[src/sv/pid_controller_antiwindup_assert.svh]
// ----------------------------------------------------------------------------
// PID controller assertion macros
// Shared concurrent assertion forms for the PID controller RTL.
// ----------------------------------------------------------------------------
`ifndef PID_CONTROLLER_ANTIWINDUP_ASSERT_SVH
`define PID_CONTROLLER_ANTIWINDUP_ASSERT_SVH

// same-cycle implication
`define PID_ASSERT_NOW(label, clk, rst, ante, cons) \
   label: assert property (@(posedge clk) disable iff (rst) (ante) |-> (cons)) \
      else $error("pid assertion failed");

// next-cycle implication
`define PID_ASSERT_NEXT(label, clk, rst, ante, cons) \
   label: assert property (@(posedge clk) disable iff (rst) (ante) |=> (cons)) \
      else $error("pid assertion failed");

`endif

[src/sv/pid_pkg.sv]
// ----------------------------------------------------------------------------
// PID controller package
// Sequencer state codes, operation codes and register indexes.
// ----------------------------------------------------------------------------
package pid_pkg;

   typedef logic [3:0] state_type;

   localparam state_type S_IDLE     = 4'd0;
   localparam state_type S_MUL_P    = 4'd1;
   localparam state_type S_P_FIN    = 4'd2;
   localparam state_type S_MUL_I1   = 4'd3;
   localparam state_type S_I1_FIN   = 4'd4;
   localparam state_type S_MUL_I2   = 4'd5;
   localparam state_type S_I2_FIN   = 4'd6;
   localparam state_type S_D_START  = 4'd7;
   localparam state_type S_MUL_D    = 4'd8;
   localparam state_type S_D_FIN    = 4'd9;
   localparam state_type S_DIV_D    = 4'd10;
   localparam state_type S_DV_FIN   = 4'd11;
   localparam state_type S_DD_START = 4'd12;
   localparam state_type S_MUL_DD   = 4'd13;
   localparam state_type S_DD_FIN   = 4'd14;
   localparam state_type S_DONE     = 4'd15;

   typedef logic [2:0] reg_index_type;

   localparam reg_index_type REG_KP   = 3'd0;
   localparam reg_index_type REG_KI   = 3'd1;
   localparam reg_index_type REG_KD   = 3'd2;
   localparam reg_index_type REG_KDD  = 3'd3;
   localparam reg_index_type REG_WL   = 3'd4;
   localparam reg_index_type REG_DT   = 3'd5;
   localparam reg_index_type REG_DSRC = 3'd6;

   localparam logic OP_RUN  = 1'b0;
   localparam logic OP_LOAD = 1'b1;

   localparam logic [31:0] DT_RESET = 32'd42949673;

endpackage

[src/sv/pid_controller_antiwindup.sv]
// ----------------------------------------------------------------------------
// PID controller with anti-windup
// Positional fixed-point PID step with bit-serial multiply and divide.
// ----------------------------------------------------------------------------
// A run transaction steps through one shared shift-add multiplier that
// retires one multiplier bit per cycle (up to five products) and a
// restoring divider that retires one quotient bit per cycle (only when the
// D term differentiates the error). A disabled or held integral skips the
// two integral multiplies; the measured-rate D source skips the divide. A
// load transaction writes the integral register and gives no result. The
// input stalls while a step is in progress; a finished result waits in
// the output register, and the next transaction is taken as soon as the
// sequencer is back at idle.
// ----------------------------------------------------------------------------
module pid_controller_antiwindup #(
   parameter int DATA_WIDTH = 32,
   parameter int FRAC_BITS  = 16
) (
   input  logic                         clock,
   input  logic                         reset,
   // configuration
   input  logic                         csr_wr_en,
   input  logic [2:0]                   csr_index,
   input  logic [31:0]                  csr_wr_data,
   // request channel
   input  logic                         req_valid,
   output logic                         req_stall,
   input  logic                         req_operation,
   input  logic signed [DATA_WIDTH-1:0] req_error,
   input  logic signed [DATA_WIDTH-1:0] req_pv_rate,
   input  logic signed [DATA_WIDTH-1:0] req_pv_accel,
   input  logic signed [DATA_WIDTH-1:0] req_integral_value,
   // response channel
   output logic                         rsp_valid,
   input  logic                         rsp_stall,
   output logic signed [DATA_WIDTH-1:0] rsp_command,
   output logic                         rsp_saturated
);

`include "pid_controller_antiwindup_assert.svh"

   localparam int W    = DATA_WIDTH;
   localparam int F    = FRAC_BITS;
   localparam int MCW  = W + 32;            // multiplicand width
   localparam int PW   = MCW + 32;          // product width
   localparam int DVW  = W + 65 - F;        // dividend / quotient width
   localparam int CNTW = $clog2(DVW);
   localparam int CMPW = (W > 31) ? W : 31;

   localparam logic [CNTW-1:0] MUL_LAST = CNTW'(31);
   localparam logic [CNTW-1:0] DIV_LAST = CNTW'(DVW - 1);

   // ---- config registers
   logic [31:0] kp_ff, ki_ff, kd_ff, kdd_ff, dt_ff;
   logic [30:0] wl_ff;
   logic        dsrc_ff;

   // ---- datapath and control
   pid_pkg::state_type state_ff, state_in;
   logic [CNTW-1:0]    cnt_ff, cnt_in;
   logic [MCW-1:0]     mcand_ff, mcand_in;
   logic [PW-1:0]      prod_ff, prod_in;
   logic [DVW-1:0]     dq_ff, dq_in;
   logic [31:0]        rem_ff, rem_in;
   logic signed [W-1:0] err_ff, err_in;
   logic signed [W-1:0] rate_ff, rate_in;
   logic signed [W-1:0] accel_ff, accel_in;
   logic signed [W-1:0] p_ff, p_in;
   logic signed [W-1:0] d_ff, d_in;
   logic signed [W-1:0] dd_ff, dd_in;
   logic signed [W-1:0] integral_ff, integral_in;
   logic signed [W-1:0] last_err_ff, last_err_in;
   logic               clip_ff, clip_in;
   logic               rsp_valid_ff, rsp_valid_in;
   logic signed [W-1:0] rsp_command_ff, rsp_command_in;
   logic               rsp_saturated_ff, rsp_saturated_in;

   // ---- helpers
   function automatic logic [W:0] fin(input logic neg, input logic [PW-1:0] v);
      logic [PW-1:0] cap;
      logic [W-1:0]  m;
      logic          c;
      cap = neg ? (PW'(1) << (W - 1)) : ((PW'(1) << (W - 1)) - PW'(1));
      c   = v > cap;
      m   = c ? cap[W-1:0] : v[W-1:0];
      fin = {c, neg ? (~m + W'(1)) : m};
   endfunction

   function automatic logic [W:0] sat(input logic signed [W+1:0] v);
      logic signed [W+1:0] hi;
      logic signed [W+1:0] lo;
      hi = $signed({3'b000, {(W-1){1'b1}}});
      lo = $signed({3'b111, {(W-1){1'b0}}});
      if (v > hi) begin
         sat = {1'b1, hi[W-1:0]};
      end else if (v < lo) begin
         sat = {1'b1, lo[W-1:0]};
      end else begin
         sat = {1'b0, v[W-1:0]};
      end
   endfunction

   function automatic logic [W-1:0] mag(input logic signed [W-1:0] v);
      mag = v[W-1] ? (~v + W'(1)) : v;
   endfunction

   // ---- combinational step logic
   logic                run_ok;
   logic [CMPW-1:0]     int_mag, wl_ext;
   logic [MCW:0]        mul_sum;
   logic [32:0]         div_t, div_d;
   logic                div_ge;
   logic signed [W:0]   diff;
   logic [W:0]          diff_mag;
   logic [W:0]          fin_r;
   logic [W:0]          sat_r;
   logic signed [W+1:0] int_sum, cmd_sum;
   logic                rsp_free;
   logic                req_take;

   assign req_stall = (state_ff != pid_pkg::S_IDLE);
   assign req_take  = req_valid && !req_stall;
   assign rsp_free  = !rsp_valid_ff || !rsp_stall;

   assign int_mag = CMPW'(mag(integral_ff));
   assign wl_ext  = CMPW'(wl_ff);
   // anti-windup: at the limit, only a correcting error may accumulate
   assign run_ok  = (wl_ff == '0) || (int_mag < wl_ext) ||
                    (integral_ff > 0 && err_ff < 0) || (integral_ff < 0 && err_ff > 0);

   // shift-add multiply: one multiplier bit per cycle
   assign mul_sum = {1'b0, prod_ff[PW-1:32]} + (prod_ff[0] ? {1'b0, mcand_ff} : '0);
   // restoring divide: one quotient bit per cycle
   assign div_t   = {rem_ff, dq_ff[DVW-1]};
   assign div_d   = div_t - {1'b0, dt_ff};
   assign div_ge  = div_t >= {1'b0, dt_ff};

   assign diff     = $signed({err_ff[W-1], err_ff}) - $signed({last_err_ff[W-1], last_err_ff});
   assign diff_mag = diff[W] ? (~diff + (W+1)'(1)) : diff;

   assign int_sum = $signed({{2{integral_ff[W-1]}}, integral_ff}) +
                    $signed({{2{fin_r[W-1]}}, fin_r[W-1:0]});
   assign cmd_sum = $signed({{2{p_ff[W-1]}}, p_ff}) +
                    $signed({{2{integral_ff[W-1]}}, integral_ff}) +
                    $signed({{2{d_ff[W-1]}}, d_ff}) +
                    $signed({{2{dd_ff[W-1]}}, dd_ff});

   always_comb begin
      fin_r = '0;
      sat_r = '0;
      unique case (state_ff)
         pid_pkg::S_P_FIN:  fin_r = fin(err_ff[W-1], prod_ff >> F);
         pid_pkg::S_I2_FIN: fin_r = fin(err_ff[W-1], prod_ff >> (F + 32));
         pid_pkg::S_D_FIN:  fin_r = fin(rate_ff[W-1], prod_ff >> F);
         pid_pkg::S_DV_FIN: fin_r = fin(diff[W], {{(PW-DVW){1'b0}}, dq_ff});
         pid_pkg::S_DD_FIN: fin_r = fin(accel_ff > 0, prod_ff >> F);
         default:           fin_r = '0;
      endcase
      if (state_ff == pid_pkg::S_I2_FIN) begin
         sat_r = sat(int_sum);
      end else begin
         sat_r = sat(cmd_sum);
      end
   end

   always_comb begin
      state_in         = state_ff;
      cnt_in           = cnt_ff + CNTW'(1);
      mcand_in         = mcand_ff;
      prod_in          = {mul_sum, prod_ff[31:1]};
      dq_in            = dq_ff;
      rem_in           = rem_ff;
      err_in           = err_ff;
      rate_in          = rate_ff;
      accel_in         = accel_ff;
      p_in             = p_ff;
      d_in             = d_ff;
      dd_in            = dd_ff;
      integral_in      = integral_ff;
      last_err_in      = last_err_ff;
      clip_in          = clip_ff;
      rsp_valid_in     = rsp_valid_ff && rsp_stall;
      rsp_command_in   = rsp_command_ff;
      rsp_saturated_in = rsp_saturated_ff;

      unique case (state_ff)
         pid_pkg::S_IDLE: begin
            cnt_in  = '0;
            prod_in = prod_ff;
            if (req_take) begin
               if (req_operation == pid_pkg::OP_LOAD) begin
                  integral_in = req_integral_value;
               end else begin
                  err_in   = req_error;
                  rate_in  = req_pv_rate;
                  accel_in = req_pv_accel;
                  clip_in  = 1'b0;
                  mcand_in = MCW'(mag(req_error));
                  prod_in  = {{MCW{1'b0}}, kp_ff};
                  state_in = pid_pkg::S_MUL_P;
               end
            end
         end
         pid_pkg::S_MUL_P: begin
            if (cnt_ff == MUL_LAST) state_in = pid_pkg::S_P_FIN;
         end
         pid_pkg::S_P_FIN: begin
            p_in    = fin_r[W-1:0];
            clip_in = clip_ff | fin_r[W];
            cnt_in  = '0;
            if (ki_ff != '0 && run_ok) begin
               mcand_in = MCW'(mag(err_ff));
               prod_in  = {{MCW{1'b0}}, ki_ff};
               state_in = pid_pkg::S_MUL_I1;
            end else begin
               prod_in  = prod_ff;
               state_in = pid_pkg::S_D_START;
            end
         end
         pid_pkg::S_MUL_I1: begin
            if (cnt_ff == MUL_LAST) state_in = pid_pkg::S_I1_FIN;
         end
         pid_pkg::S_I1_FIN: begin
            // |err|*ki becomes the multiplicand for the dt pass
            mcand_in = prod_ff[MCW-1:0];
            prod_in  = {{MCW{1'b0}}, dt_ff};
            cnt_in   = '0;
            state_in = pid_pkg::S_MUL_I2;
         end
         pid_pkg::S_MUL_I2: begin
            if (cnt_ff == MUL_LAST) state_in = pid_pkg::S_I2_FIN;
         end
         pid_pkg::S_I2_FIN: begin
            integral_in = sat_r[W-1:0];
            clip_in     = clip_ff | fin_r[W] | sat_r[W];
            prod_in     = prod_ff;
            state_in    = pid_pkg::S_D_START;
         end
         pid_pkg::S_D_START: begin
            mcand_in = dsrc_ff ? MCW'(mag(rate_ff)) : MCW'(diff_mag);
            prod_in  = {{MCW{1'b0}}, kd_ff};
            cnt_in   = '0;
            state_in = pid_pkg::S_MUL_D;
         end
         pid_pkg::S_MUL_D: begin
            if (cnt_ff == MUL_LAST) state_in = pid_pkg::S_D_FIN;
         end
         pid_pkg::S_D_FIN: begin
            prod_in = prod_ff;
            cnt_in  = '0;
            if (dsrc_ff) begin
               d_in     = fin_r[W-1:0];
               clip_in  = clip_ff | fin_r[W];
               state_in = pid_pkg::S_DD_START;
            end else begin
               // scale to Q33.48 (at the default widths) ahead of the divide by dt
               dq_in    = {prod_ff[W+32:0], {(32-F){1'b0}}};
               rem_in   = '0;
               state_in = pid_pkg::S_DIV_D;
            end
         end
         pid_pkg::S_DIV_D: begin
            prod_in = prod_ff;
            rem_in  = div_ge ? div_d[31:0] : div_t[31:0];
            dq_in   = {dq_ff[DVW-2:0], div_ge};
            if (cnt_ff == DIV_LAST) state_in = pid_pkg::S_DV_FIN;
         end
         pid_pkg::S_DV_FIN: begin
            prod_in  = prod_ff;
            d_in     = fin_r[W-1:0];
            clip_in  = clip_ff | fin_r[W];
            state_in = pid_pkg::S_DD_START;
         end
         pid_pkg::S_DD_START: begin
            mcand_in = MCW'(mag(accel_ff));
            prod_in  = {{MCW{1'b0}}, kdd_ff};
            cnt_in   = '0;
            state_in = pid_pkg::S_MUL_DD;
         end
         pid_pkg::S_MUL_DD: begin
            if (cnt_ff == MUL_LAST) state_in = pid_pkg::S_DD_FIN;
         end
         pid_pkg::S_DD_FIN: begin
            prod_in  = prod_ff;
            dd_in    = fin_r[W-1:0];
            clip_in  = clip_ff | fin_r[W];
            state_in = pid_pkg::S_DONE;
         end
         pid_pkg::S_DONE: begin
            prod_in = prod_ff;
            if (rsp_free) begin
               rsp_valid_in     = 1'b1;
               rsp_command_in   = sat_r[W-1:0];
               rsp_saturated_in = clip_ff | sat_r[W];
               last_err_in      = err_ff;
               state_in         = pid_pkg::S_IDLE;
            end
         end
         default: state_in = pid_pkg::S_IDLE;
      endcase
   end

   // ---- registers
   always_ff @(posedge clock) begin
      if (reset) begin
         state_ff     <= pid_pkg::S_IDLE;
         rsp_valid_ff <= 1'b0;
         integral_ff  <= '0;
         last_err_ff  <= '0;
         kp_ff        <= '0;
         ki_ff        <= '0;
         kd_ff        <= '0;
         kdd_ff       <= '0;
         wl_ff        <= '0;
         dt_ff        <= pid_pkg::DT_RESET;
         dsrc_ff      <= 1'b0;
      end else begin
         state_ff     <= state_in;
         rsp_valid_ff <= rsp_valid_in;
         integral_ff  <= integral_in;
         last_err_ff  <= last_err_in;
         if (csr_wr_en) begin
            unique case (csr_index)
               pid_pkg::REG_KP:   kp_ff  <= csr_wr_data;
               pid_pkg::REG_KI:   ki_ff  <= csr_wr_data;
               pid_pkg::REG_KD:   kd_ff  <= csr_wr_data;
               pid_pkg::REG_KDD:  kdd_ff <= csr_wr_data;
               pid_pkg::REG_WL:   wl_ff  <= csr_wr_data[30:0];
               pid_pkg::REG_DT:   if (csr_wr_data != '0) dt_ff <= csr_wr_data;
               pid_pkg::REG_DSRC: dsrc_ff <= csr_wr_data[0];
               default: ;
            endcase
         end
      end
   end

   always_ff @(posedge clock) begin
      cnt_ff           <= cnt_in;
      mcand_ff         <= mcand_in;
      prod_ff          <= prod_in;
      dq_ff            <= dq_in;
      rem_ff           <= rem_in;
      err_ff           <= err_in;
      rate_ff          <= rate_in;
      accel_ff         <= accel_in;
      p_ff             <= p_in;
      d_ff             <= d_in;
      dd_ff            <= dd_in;
      clip_ff          <= clip_in;
      rsp_command_ff   <= rsp_command_in;
      rsp_saturated_ff <= rsp_saturated_in;
   end

   assign rsp_valid     = rsp_valid_ff;
   assign rsp_command   = rsp_command_ff;
   assign rsp_saturated = rsp_saturated_ff;

   // ---- assertions
   `PID_ASSERT_NEXT(a_run_starts, clock, reset,
      req_take && req_operation == pid_pkg::OP_RUN, state_ff == pid_pkg::S_MUL_P)
   `PID_ASSERT_NEXT(a_load_writes, clock, reset,
      req_take && req_operation == pid_pkg::OP_LOAD,
      integral_ff == $past(req_integral_value) && state_ff == pid_pkg::S_IDLE)
   `PID_ASSERT_NOW(a_div_count, clock, reset,
      state_ff == pid_pkg::S_DIV_D, cnt_ff <= DIV_LAST)
   `PID_ASSERT_NEXT(a_done_emits, clock, reset,
      state_ff == pid_pkg::S_DONE && rsp_free, rsp_valid_ff && state_ff == pid_pkg::S_IDLE)

endmodule
[config.mk]
export PLATFORM = sky130hd
export DESIGN_NAME = pid_controller_antiwindup
export DESIGN_NICKNAME = d
export VERILOG_FILES = /design/src/sv/pid_pkg.sv /design/src/sv/pid_controller_antiwindup.sv
export VERILOG_INCLUDE_DIRS = /design/src /design/src/sv
export SDC_FILE = /design/constraint.sdc
export NUM_CORES = 2
export LEC_CHECK = 0
export BUFFER_PORTS_ARGS = -buffer_cell sky130_fd_sc_hd__buf_4
export CAP_MARGIN = 10
export CORE_MARGIN = 2
export CORE_UTILIZATION = 45
export CTS_BUF_LIST = sky130_fd_sc_hd__clkbuf_4 sky130_fd_sc_hd__clkbuf_8
export DETAILED_ROUTE_END_ITERATION = 12
export GPL_TIMING_DRIVEN = 0
export PLACE_DENSITY = 0.72
export SYNTH_ARGS = -nofsm -noshare
export SYNTH_HDL_FRONTEND = slang
export SYNTH_SLANG_ARGS = --single-unit
[constraint.sdc]
create_clock -name clock -period 12.34 [get_ports clock]
set_input_delay 3.702 -clock clock [delete_from_list [all_inputs] [get_ports clock]]
set_output_delay 3.702 -clock clock [all_outputs]
set_load 0.01 [all_outputs]
== After elaboration in Yosys (flattened, before gate mapping) ==
Index checks and enable logic that the tools add are counted.

* Add/sub/neg operators: 19
* Multipliers: 0
* Divide/modulo/power cells: 0
* Order comparisons: 16
* Equality and inequality tests: 36
* Shift operators: 0
* Muxes and demuxes: 64
* Bitwise logic cells: 16
* Reduce and logical (&&, ||, !) cells: 42

{| class="wikitable"
|+ Operators by type and width
! cell !! count
|-
| 2-to-1 mux 32 bit || 24
|-
| one-hot mux 96 bit (6 select lines) || 1
|-
| NOT 32 bit || 10
|-
| one-hot mux 64 bit (5 select lines) || 1
|-
| 2-to-1 mux 96 bit || 3
|-
| 2-to-1 mux 64 bit || 4
|-
| 2-to-1 mux 33 bit || 7
|-
| one-hot mux 32 bit (2 select lines) || 3
|-
| one-hot mux 33 bit (5 select lines) || 1
|-
| one-hot mux 81 bit (2 select lines) || 1
|-
| adder 32 x 1 -> 32 bit, second input constant || 5
|-
| adder 32 x 2 -> 32 bit, second input constant || 5
|-
| greater-than comparator 80 x 32 -> 1 bit || 2
|-
| greater-than comparator 32 x 1 -> 1 bit, second input constant || 3
|-
| greater-than comparator 80 x 96 -> 1 bit || 1
|-
| greater-than comparator 81 x 32 -> 1 bit || 1
|-
| 2-to-1 mux 81 bit || 1
|-
| adder 32 x 32 -> 33 bit || 2
|-
| adder 64 x 64 -> 65 bit || 1
|-
| < comparator 32 x 1 -> 1 bit, second input constant || 2
|-
| one-hot mux 4 bit (16 select lines) || 1
|-
| nonzero test 32 bit || 2
|-
| greater-than comparator 48 x 32 -> 1 bit || 1
|-
| 2-to-1 mux 4 bit || 9
|-
| 43 further kinds || 102
|}

* Register bits after elaboration: 767
* Latch bits: 0
* Bits in writable memories: 0
* Memory bits (read-only): 0
* Bits of input ports: 169
* Output and inout port bits: 35
* Word-level logic and storage cells: 218
* Memories: 0

== Longest topological paths before layout ==
* Depth in word-level cells: 15
* Gate-level depth with buffers: 46
* Gate-level depth less buffers: 42

== Least setup slack after synthesis ==
No wires, ideal clock.

* Path type: register to register
* From: register state_ff[2]
* To: register dq_ff[0] (enable)
* Library setup time: 0.741 ns
* Arrival: 9.283 ns
* Data required time: 11.599 ns
* Setup slack: 2.316 ns
* Cell stages (with the launch flop): 7
* Path buffers: 3
* Period minus slack after synthesis: 10.024 ns
* Cell sequence: dfxtp_1 > clkbuf_1 > nand2b_1 > or3_1 > clkbuf_1 > clkbuf_1 > o21ai_0

* Longest elaborated chain between the ends: 3
* Elaborated cells on any way between the ends: 5
* Classes of those cells: eq/ne (3); reduce/logical (2)

{| class="wikitable"
|+ RTL lines
! element !! line !! source
|-
| from (decl) || pid_controller_antiwindup.sv:59 || <nowiki>pid_pkg::state_type state_ff, state_in;</nowiki>
|-
| from (signal assigned) || pid_controller_antiwindup.sv:306 || <nowiki>state_ff <= pid_pkg::S_IDLE;</nowiki>
|-
| from (signal assigned) || pid_controller_antiwindup.sv:318 || <nowiki>state_ff <= state_in;</nowiki>
|-
| == test 4 bit || pid_controller_antiwindup.sv:186 || <nowiki>unique case (state_ff)</nowiki>
|-
| inequality test 2 bit (no line) or nonzero test 2 bit (tied branches) || n/a ||
|-
| AND reduction 2 bit (no line) * || n/a ||
|-
| to (signal assigned) || pid_controller_antiwindup.sv:341 || <nowiki>dq_ff <= dq_in;</nowiki>
|-
| to (decl) || pid_controller_antiwindup.sv:63 || <nowiki>logic [DVW-1:0] dq_ff, dq_in;</nowiki>
|}

Every way passes the cells marked *; elsewhere a longest branch is shown, timed or not.
A chain may end at the register's enable or synchronous reset.

== Final worst setup path ==
* From: register err_ff[31]
* To: register rsp_command_ff[24], in the netlist rsp_command[24], data pin

* Longest elaborated chain between the ends: 13
* Elaborated cells on any way between the ends: 25
* Classes of those cells: add/sub (5); order compare (5); mux (12); bitwise (3)

{| class="wikitable"
|+ RTL lines
! element !! line !! source
|-
| from (decl) || pid_controller_antiwindup.sv:65 || <nowiki>logic signed [W-1:0] err_ff, err_in;</nowiki>
|-
| from (signal assigned) || pid_controller_antiwindup.sv:343 || <nowiki>err_ff <= err_in;</nowiki>
|-
| subtractor 32 x 32 -> 33 bit || pid_controller_antiwindup.sv:138 || <nowiki>assign diff = $signed({err_ff[W-1], err_ff}) - $signed({last_err_ff[W-1], last_err_ff});</nowiki>
|-
| 2-to-1 mux 32 bit || pid_controller_antiwindup.sv:83 || <nowiki>cap = neg ? (PW'(1) << (W - 1)) : ((PW'(1) << (W - 1)) - PW'(1));</nowiki>
|-
| greater-than comparator 81 x 32 -> 1 bit || pid_controller_antiwindup.sv:84 || <nowiki>c = v > cap;</nowiki>
|-
| 2-to-1 mux 32 bit || pid_controller_antiwindup.sv:85 || <nowiki>m = c ? cap[W-1:0] : v[W-1:0];</nowiki>
|-
| NOT 32 bit || pid_controller_antiwindup.sv:86 || <nowiki>fin = {c, neg ? (~m + W'(1)) : m};</nowiki>
|-
| adder 32 x 1 -> 32 bit || pid_controller_antiwindup.sv:86 ||
|-
| 2-to-1 mux 32 bit || pid_controller_antiwindup.sv:86 ||
|-
| one-hot mux 33 bit (5 select lines) * || pid_controller_antiwindup.sv:151 || <nowiki>unique case (state_ff)</nowiki>
|-
| adder 32 x 32 -> 33 bit * || pid_controller_antiwindup.sv:141 || <nowiki>assign int_sum = $signed({{2{integral_ff[W-1]}}, integral_ff}) +</nowiki>
|-
| < comparator 33 x 32 -> 1 bit || pid_controller_antiwindup.sv:96 || <nowiki>end else if (v < lo) begin</nowiki>
|-
| 2-to-1 mux 33 bit || pid_controller_antiwindup.sv:96 ||
|-
| 2-to-1 mux 33 bit * || pid_controller_antiwindup.sv:94 || <nowiki>if (v > hi) begin</nowiki>
|-
| 2-to-1 mux 33 bit * || pid_controller_antiwindup.sv:159 || <nowiki>if (state_ff == pid_pkg::S_I2_FIN) begin</nowiki>
|-
| via sat_r[24] || pid_controller_antiwindup.sv:116 || <nowiki>logic [W:0] sat_r;</nowiki>
|-
| to (signal assigned) || pid_controller_antiwindup.sv:350 || <nowiki>rsp_command_ff <= rsp_command_in;</nowiki>
|-
| to (decl) || pid_controller_antiwindup.sv:75 || <nowiki>logic signed [W-1:0] rsp_command_ff, rsp_command_in;</nowiki>
|}

Mark *: on every way through the listed nets, which the timed path passes. The rest lies on a longest branch.

==> impl_metrics.json <==
{
  "outcome": "completed",
  "top_level_pins": 204,
  "number_of_sinks_handled_by_clock_tree_synthesis": 767,
  "gp_routability_congestion": 1.08,
  "regArea_mm2": 0.0203,
  "synthesis.area_mm2": 0.0560,
  "vertical_die_dimension_um": 357,
  "worst-endpoint-required_ns": 13.01,
  "grt.overflow.total": 0,
  "post_route_cells_drive_above_1_share_pct": 9.19,
  "max-slew-margin-rel_pct": 6.18,
  "routed_wire_length_per_instance_um": 28.6,
  "hold_path.class": "flip-flop to flip-flop",
  "hold_ws_ns": 0.453,
  "total_power_w": 0.0142,
  "drt_iter0_drc": 7669,
  "dieWidth_um": 357,
  "postCtsHoldBufs": 0,
  "yosys_warnings": 0,
  "syn_nets": 7048,
  "via_count": 55000,
  "clkTransAtPathRegs_ns": 0.06,
  "start_kind": "flip-flop",
  "grt_antenna_before_repair": 16,
  "core_area_mm2": 0.123,
  "dp.cells": 8270,
  "criticalPathCategory": "flip-flop to flip-flop",
  "floorplan.rows": 129,
  "cpPeakStageDelay_ns": 0.88,
  "syn_avg_cell_area_um2": 8.72,
  "via_count_of_the_first_global_routing_pass": 51500,
  "clkLatencyLatePin_ns": 0.96,
  "peakVddDrop_mv": 0.181,
  "buffer_ports.inserted": 201,
  "cts-htree-levels": 4,
  "multi_input_area_mm2": 0.0336,
  "num-fill-cells": 11600,
  "timing.fmax_mhz": 81.8,
  "hold_viol": 0,
  "dr.pass1.iters": 7,
  "postSynth.asyncResetShare_pct": 0,
  "tritoncts": "built",
  "first_pass_grt_wire_length_um": 347000,
  "total_wire_length_um": 244000,
  "finalNetCount": 7412,
  "maximum_number_of_pins_on_one_net_before_global_route_repair": 65,
  "vias_per_cell": 6.45,
  "leakagePower_nw": 24.4,
  "area_growth_synth_to_finish_pct": 12.9,
  "synth_edf_count": 499,
  "yosys.cell_types.count": 115,
  "ctsRootBufferMaster": "clkbuf_8",
  "worst_pin_slew_ns": 1.41,
  "preCtsSetupSlack_ns": -2.28,
  "cp_max_delay_cell": "buf_1",
  "drc_errors": 0,
  "post_synth_inst_count": 6414,
  "setup_viol_count_final": 0,
  "synth_seq_cells": 767,
  "final_non_filler_cells": 8537,
  "fin_worst_skew_ns": 0.0604,
  "fin_crit_sh_pct": 99.0,
  "crit_top_cell": "clkbuf_1",
  "die_area_mm2": 0.127,
  "grt_use_total_pct": 37.2,
  "powerDensity_mw_per_mm2": 224,
  "worst-endpoint-arrival_ns": 12.89,
  "clockBufferDepth": 3,
  "max-cap-violations": 0,
  "setup_slack_ns": 0.121,
  "starting_density_of_the_core_pct": 45.3,
  "antenna_left": 0,
  "worstSetupEndpointType": "flip-flop",
  "maxSlewViolCount": 0,
  "crit_fanout": 13,
  "ff2ff_setup_slack_ns": 0.12,
  "postLayoutCoreUtil_pct": 51.2,
  "seq_area_frac_synth_pct": 36.4,
  "postSynth.topFlopCell": "edfxtp_1",
  "timing.final.crit_period_ns": 12.22,
  "cts_inserted_buffers": 139,
  "hpwl_um": 191000
}
==> final cells by class <==
type / instances / share of cell area, %
clock buffers: 202 / 3.93
plain buffers: 348 / 2.26
clock inverters: 52 / 0.832
inverters: 185 / 1.11
well taps: 1637 / 3.24
repair buffers: 225 / 3.15
flip-flops and latches: 767 / 32.2
multi-input cells: 5112 / 53.2
diodes: 9 / 0.0356
==> per-layer routing <==
layer,up-vias,global-route usage [%],share of wire (%)
li1,24400,-,-
met1,26300,47.2,38
met2,3416,55.9,43
met3,869,9.38,11
met4,10,25.1,8.1
met5,-,0,0.031
==> cell usage after synthesis (all sizes together), types with 80 or more instances <==
library cell / number / area share [%]
a21o: 190 / 2.6
a21oi: 591 / 5.3
and2: 143 / 1.6
clkbuf: 276 / 1.9
dfxtp: 268 / 9.6
edfxtp: 499 / 27
ha: 396 / 8.9
inv: 181 / 1.2
nand2: 964 / 6.5
nand3: 97 / 0.90
nand4: 80 / 0.89
nor2: 493 / 3.4
nor3: 117 / 1.1
o21ai: 361 / 3.2
o31ai: 82 / 1.1
xnor2: 197 / 3.1
xor2: 167 / 2.6
==> state kept, by name, indices dropped and copies added (netlist names), 4 cells and up <==
signal,count
cnt_ff,7
wl_ff,31
integral_ff,32
d_ff,32
kdd_ff,32
dq_ff,81
last_err_ff,32
accel_ff,32
prod_ff,96
rate_ff,32
dd_ff,32
kd_ff,32
state_ff,4
dt_ff,32
kp_ff,32
p_ff,32
mcand_ff,64
rsp_command,32
ki_ff,32
rem_ff,32
err_ff,32
==> worst max-delay path, delay by kind of cell (launching register included) <==
family | cells | cell delay (ns)
fa+ha+maj | 3 | 1.08
buf+inv | 9 | 3.88
simple gates | 6 | 2.07
flops | 1 | 0.60
compound gates | 14 | 4.30
==> final timing paths <==
check                                                 start                          end  cells after the start
worst max-delay path                   err_ff[31]$_DFFE_PP_    rsp_command[24]$_DFFE_PP_                     32
worst min-delay path            last_err_ff[4]$_SDFFE_PP0P_  last_err_ff[4]$_SDFFE_PP0P_                      2
worst max register to register         err_ff[31]$_DFFE_PP_    rsp_command[24]$_DFFE_PP_                     32
worst min register to register  last_err_ff[4]$_SDFFE_PP0P_  last_err_ff[4]$_SDFFE_PP0P_                      2
==> cells in the final DEF, fill, tap and decap left out, types with 57 or more instances in the layout <==
| cell | Yosys | layout |
|---|---|---|
| edfxtp_1 | 499 | 499 |
| xnor2_1 | 197 | 197 |
| a21o_1 | 189 | 189 |
| nor4_1 | 67 | 66 |
| clkbuf_1 | 276 | 272 |
| a31oi_1 | 76 | 75 |
| clkbuf_8 | 0 | 154 |
| o21ai_0 | 333 | 329 |
| inv_1 | 179 | 179 |
| nand4_1 | 80 | 80 |
| nand2_1 | 963 | 963 |
| and3_1 | 58 | 57 |
| a21oi_1 | 589 | 587 |
| ha_1 | 396 | 394 |
| fa_1 | 69 | 69 |
| or3_1 | 61 | 61 |
| and2_1 | 139 | 138 |
| xor2_1 | 167 | 167 |
| nor2_1 | 486 | 484 |
| nand3_1 | 95 | 95 |
| o211ai_1 | 74 | 74 |
| nor3_1 | 110 | 108 |
| a221oi_1 | 71 | 71 |
| o31ai_1 | 81 | 81 |
| dfxtp_1 | 268 | 268 |
| buf_4 | 1 | 208 |
==> through the flow <==
step	area, um2	setup TNS [ns]
floorplan	56000	0
global placement	59500	-457.16
detailed placement	60000	-127.86
CTS	63100	0
global route	63200	-0.0191
finish	63200	0
==> timing repair <==
| action | CTS | global route |
|---|---|---|
| endpoints found under the hold margin | 0 | 0 |
| pin swaps | 2 | 0 |
| setup buffers | 4 | 1 |
| resized for setup | 15 | 17 |
| endpoints found under the setup margin | 66 | 64 |
==> logic make-up (layout without fill, tap and decap cells) <==
kind of cell / after synthesis / after routing / synth area share (%)
and+or+nand+nor: 2309 / 2309 / 19.6
DFF: 767 / 767 / 36.4
muxes: 53 / 53 / 0.948
xor gates and xnor gates: 364 / 364 / 5.70
AOI/OAI and AO/OA: 1921 / 1921 / 22.3
other: 0 / 9 / 0
buffers and inverters: 535 / 1012 / 3.76
adders and majority gates: 465 / 465 / 11.3
==> report_power, final <==
part / switching, W / internal, W
Clock: 0.00119 / 0.00146
Sequential: 0.000744 / 0.00354
Combinational: 0.00479 / 0.00246
Total: 0.00672 / 0.00745
Power figures use the tool's default switching activity.
